[src/rtl/qmru_pkg.sv]
// Package for the quaternion multiply / rotate unit.
// Fixed-point format, derived widths, function codes, product slot tables and clip helper.
// No dependencies.
package qmru_pkg;

    localparam int FRAC_BITS = 30;
    // width of a truncated 32x32 product
    localparam int P_W = 64 - FRAC_BITS;
    // width of sums of up to four products plus one
    localparam int S_W = P_W + 3;

    localparam logic signed [S_W-1:0] ONE_S   = S_W'(1) <<< FRAC_BITS;
    localparam logic signed [S_W-1:0] SAT_MAX = (S_W'(1) <<< 31) - S_W'(1);
    localparam logic signed [S_W-1:0] SAT_MIN = -(S_W'(1) <<< 31);

    typedef enum logic [1:0] {
        FN_MUL  = 2'd0,
        FN_B2F  = 2'd1,
        FN_F2B  = 2'd2,
        FN_NORM = 2'd3
    } t_func;

    // component index: 0 w, 1 x, 2 y, 3 z
    // rotate slots: ww xx yy zz xy zw xz yw yz xw
    localparam int N_ROT = 10;
    localparam logic [1:0] ROT_L [N_ROT] = '{2'd0, 2'd1, 2'd2, 2'd3, 2'd1,
                                             2'd3, 2'd1, 2'd2, 2'd2, 2'd1};
    localparam logic [1:0] ROT_R [N_ROT] = '{2'd0, 2'd1, 2'd2, 2'd3, 2'd2,
                                             2'd0, 2'd3, 2'd0, 2'd3, 2'd0};

    typedef struct packed {
        logic signed [31:0] v;
        logic               s;
    } t_sat;

    function automatic t_sat sat32(input logic signed [S_W-1:0] v);
        t_sat res;
        if (v > SAT_MAX) begin
            res.v = 32'sh7FFF_FFFF;
            res.s = 1'b1;
        end else if (v < SAT_MIN) begin
            res.v = 32'sh8000_0000;
            res.s = 1'b1;
        end else begin
            res.v = v[31:0];
            res.s = 1'b0;
        end
        return res;
    endfunction

endpackage

[src/rtl/qmru_fmul.sv]
// One registered fixed-point multiplier lane: 32x32 signed product, floor shift by FRAC_BITS.
// Depends on qmru_pkg.
module qmru_fmul (
    input  logic                             i_clk,
    input  logic                             i_en,
    input  logic signed [31:0]               i_a,
    input  logic signed [31:0]               i_b,
    output logic signed [qmru_pkg::P_W-1:0]  o_p
);

    logic signed [63:0]              w_prod;
    logic signed [63:0]              w_shr;
    logic signed [qmru_pkg::P_W-1:0] r_p;

    assign w_prod = i_a * i_b;
    assign w_shr  = w_prod >>> qmru_pkg::FRAC_BITS;

    always_ff @(posedge i_clk) begin
        if (i_en) begin
            r_p <= w_shr[qmru_pkg::P_W-1:0];
        end
    end

    assign o_p = r_p;

endmodule

[config.mk]
export PLATFORM = sky130hd
export DESIGN_NAME = qmru_fmul
export DESIGN_NICKNAME = d
export VERILOG_FILES = /design/src/rtl/qmru_pkg.sv /design/src/rtl/qmru_fmul.sv
export SDC_FILE = /design/constraint.sdc
export NUM_CORES = 2
export LEC_CHECK = 0
export BUFFER_PORTS_ARGS = -buffer_cell sky130_fd_sc_hd__buf_2
export CORE_ASPECT_RATIO = 0.8
export CORE_UTILIZATION = 61
export DETAILED_ROUTE_END_ITERATION = 16
export PLACE_DENSITY_LB_ADDON = 0.2
export SETUP_SLACK_MARGIN = 0.3
export SYNTH_ARGS = -nofsm -noshare
export SYNTH_HDL_FRONTEND = slang
export SYNTH_SLANG_ARGS = --single-unit
[constraint.sdc]
create_clock -name i_clk -period 8.5 [get_ports i_clk]
set_input_delay 0.85 -clock i_clk [delete_from_list [all_inputs] [get_ports i_clk]]
set_output_delay 0.85 -clock i_clk [all_outputs]
set_load 0.01 [all_outputs]
### Word-level counts from Yosys, hierarchy flattened

Index checks and enable logic that the tools add are counted.

* bits in registers: 34
* bits of input ports: 66
* output and inout port bits: 34
* word-level logic and storage cells: 2

* multiply operators: 1

Operator list (number)
* $mul 32x32->64: 1

### Depth between registers and ports, before layout

* depth in word-level cells: 1
* gate-level depth with buffers: 28
* depth with buffers taken out: 27

### Worst setup path before layout

No wires, ideal clock.

* kind: input -> register
* start: in i_b[2]
* end: reg r_p (netlist bit o_p[33]), data pin
* data arrival time: 8264 ps
* required time: 8240 ps
* slack: -24 ps
* stages: 26
* path buffers: 1
* cell sequence: clkbuf_1 nand2_1 inv_1 fa_1 fa_1 fa_1 fa_1 inv_1 fa_1 inv_1 fa_1 inv_1 fa_1 fa_1 inv_1 ha_1 a21o_1 a21o_1 a211o_1 a21o_1 a221oi_1 or3_1 o21ai_1 a41o_1 a21oi_1 xnor2_1

* word-level cells in the longest chain between the ends: 1

RTL lines
* start: declaration: RTL line qmru_fmul.sv:7 `input logic signed [31:0] i_b,`
* $mul 32x32->64: RTL line qmru_fmul.sv:15 `assign w_prod = i_a * i_b;`
* via w_prod[63]: RTL line qmru_fmul.sv:11 `logic signed [63:0] w_prod;`
* end signal: assignment: RTL line qmru_fmul.sv:20 `r_p <= w_shr[qmru_pkg::P_W-1:0];`
* end: declaration: RTL line qmru_fmul.sv:13 `logic signed [qmru_pkg::P_W-1:0] r_p;`

The timed path passes the listed nets, and every way through them passes these cells.
A chain may end at the register's enable or synchronous reset.

### Worst setup path in the final report

* start: in i_b[25]
* end: reg r_p (netlist bit o_p[23]), data pin

Same word-level chain as after synthesis.

==> results.yml <==
clock_tree:
  cts_tree: "built"
  clk_path_buf_depth: 2
  cts_root_buf: "clkbuf_16"
  clkTransAtPathRegs_ns: 0.06
  cts_made_buffers: 5
  clock-sinks: 34
  htreeDepth: 2
  postCtsHoldBufs: 0
drt:
  drt_iter0_markers: 2209
  wl_met3_um: 15100
  drt-met1-wl_um: 42800
  post_drt_wl_per_cell_um: 21.4
  drc: 0
  routed_via_density: 5.44
  drtAntennaViolNets: 0
  first_pass_iters: 6
  via_count: 25000
  top_layer_used: "met5"
  wl_met2_um: 38300
  postRouteWirelength_um: 98200
floorplan:
  die_w_um: 273
  ioPinCount: 100
  initial_core_util_pct: 61.8
  dieArea_um2: 59900
  core_area_um2: 58200
  fp.dieH_um: 219
  rows: 79
global_route:
  overflow: 0
  grt_start_max_net_pins: 35
  antenna_found_initial: 3
  track_usage_pct: 35.3
  grt_pass1_wl_um: 157000
  grt_pass1_vias: 27200
cells_and_area:
  nets: 5152
  drive_gt1_share_pct: 9.54
  syn_to_final_growth_pct: 8.78
  fill_cells: 4571
  largest_register_ffs: 34
  ff_latch_area_um2: 1020
  multi_input_area_um2: 30800
  stdcell_count: 4598
synth:
  async_flop_share_pct: 0
  synth_common_cells: "1,081 x fa_1, 952 x inv_1, 509 x and2_1"
  syn_avg_cell_area_um2: 9.72
  synth.most_common_cell: "fa_1"
  synth_top_area_share_pct: 60.2
  synthFlopType: "edfxtp_1"
  yosys-top-cells-area: "fa_1 60%, inv_1 9.9%, and2_1 8.9%"
  ys_types: 54
  yosys.area.top_type: "fa_1"
  synth_seq_cells: 34
  netlist_area_um2: 36000
  yosysWarnings: 0
  synth_edf_count: 34
  syn_inst: 3701
  synth_nets: 5028
  ys_seq_area_share_pct: 2.84
critical_path:
  critPathTopFamily: "adder cells"
  crit_path_max_fanout: 5
  crit_top_cell: "fa_1"
  slowest_delay_ns: 0.61
  critPathLaunchType: "input port"
  cp_num_buf_inv: 5
  end_kind: "register"
  crit_type: "input port to register"
  worstPathRequired_ns: 8.55
  cpMaxStageDelayCell: "fa_1"
  arrival_ns: 8.11
sta:
  hold_violations: 0
  period_minus_slack_ns: 8.07
  tightest_slew_ns: 0.874
  report.final.setup_viol: 0
  setup_slack_ns: 0.431
  fin_crit_sh_pct: 94.9
  rsz0062_at_grt: "true"
  relSlewSlack_pct: 41.7
  fmax_mhz: 124
  drv_slew: 0
place:
  dp.final_hpwl_um: 83400
  numPortBuffers: 99
  pre_cts_ws_ns: -0.0496
  gp_congestion: 0.950
  dp.cells: 4577
outcome:
  status: "finished clean"
run:
  max-cap-violations: 0
hold_path:
  hold_path_class: "input port to register"
-- logic make-up after synthesis --
| family | Yosys count | share of synthesized area, % |
|---|---|---|
| fa+ha+maj | 1261 | 66.4 |
| buf+inv | 1143 | 11.9 |
| simple gates | 1100 | 15.3 |
| compound gates | 113 | 2.28 |
| xor+xnor | 50 | 1.22 |
| flops | 34 | 2.84 |
-- metrics by stage --
step / hold WS, ns / TNS (ns) / utilization, % / instance area, um^2
floorplan: 0.962 / 0 / - / 36000
global placement: 1.26 / 0 / 66.1 / 38500
detailed placement: 1.26 / -0.0557 / 66.1 / 38500
CTS: 1.24 / 0 / 66.3 / 38600
global route: 1.27 / 0 / 67.2 / 39100
finish: 1.22 / 0 / 67.2 / 39100
-- layout make-up --
type / count / share of cell area, %
well taps: 769 / 2.46
inverters: 952 / 9.15
clock buffers: 6 / 0.329
multi-input cells: 2524 / 78.7
clock inverters: 2 / 0.0224
repair buffers: 308 / 6.75
diodes: 3 / 0.0192
flip-flops and latches: 34 / 2.61
-- worst paths after layout --
path | start | endpoint | slack (ns) | cells past startpoint
worst min-delay path | i_en | o_p[33] | 1.22 | 1
worst max-delay path | i_b[25] | o_p[23] | 0.43 | 25
-- layer usage --
layer | track usage, % | up-vias
met5 | 2.80 | -
met4 | 5.77 | 2
met3 | 14.4 | 102
met2 | 47.0 | 1355
met1 | 54.4 | 12900
li1 | - | 10600
-- timing repair --
action / 4_1_cts / 5_1_grt
gates resized for setup: 2 / 143
pin swaps: 0 / 18
setup endpoints to repair: 1 / 16
cloned: 0 / 5
setup buffers: 0 / 5
-- cell usage in the layout (no fill, tap or decap), types with 3 or more instances in the layout --
cell       count
edfxtp_1      34
buf_6         18
inv_2          4
buf_12        21
a21o_1        23
a21oi_1       30
or3_1          4
nand4_1        3
diode_2        3
o21ai_0       12
nand2_2        4
nor2_1        43
xnor2_1       33
buf_8          6
clkbuf_4       7
xor2_1        17
o21bai_1       4
and2_1       505
nand3_1       10
nor3_1         5
ha_1         179
buf_2         54
fa_1        1068
a41o_1         3
buf_4        197
nor2b_1        3
clkbuf_16     10
a21oi_2        6
inv_1        946
fa_2          13
nand2_1      500
and2_4         5
o211ai_1       3
nand2b_1       8
and3_1         3
Power is not shown: default switching activity piles up to over one toggle a cycle in this logic, so the estimate is an artifact.
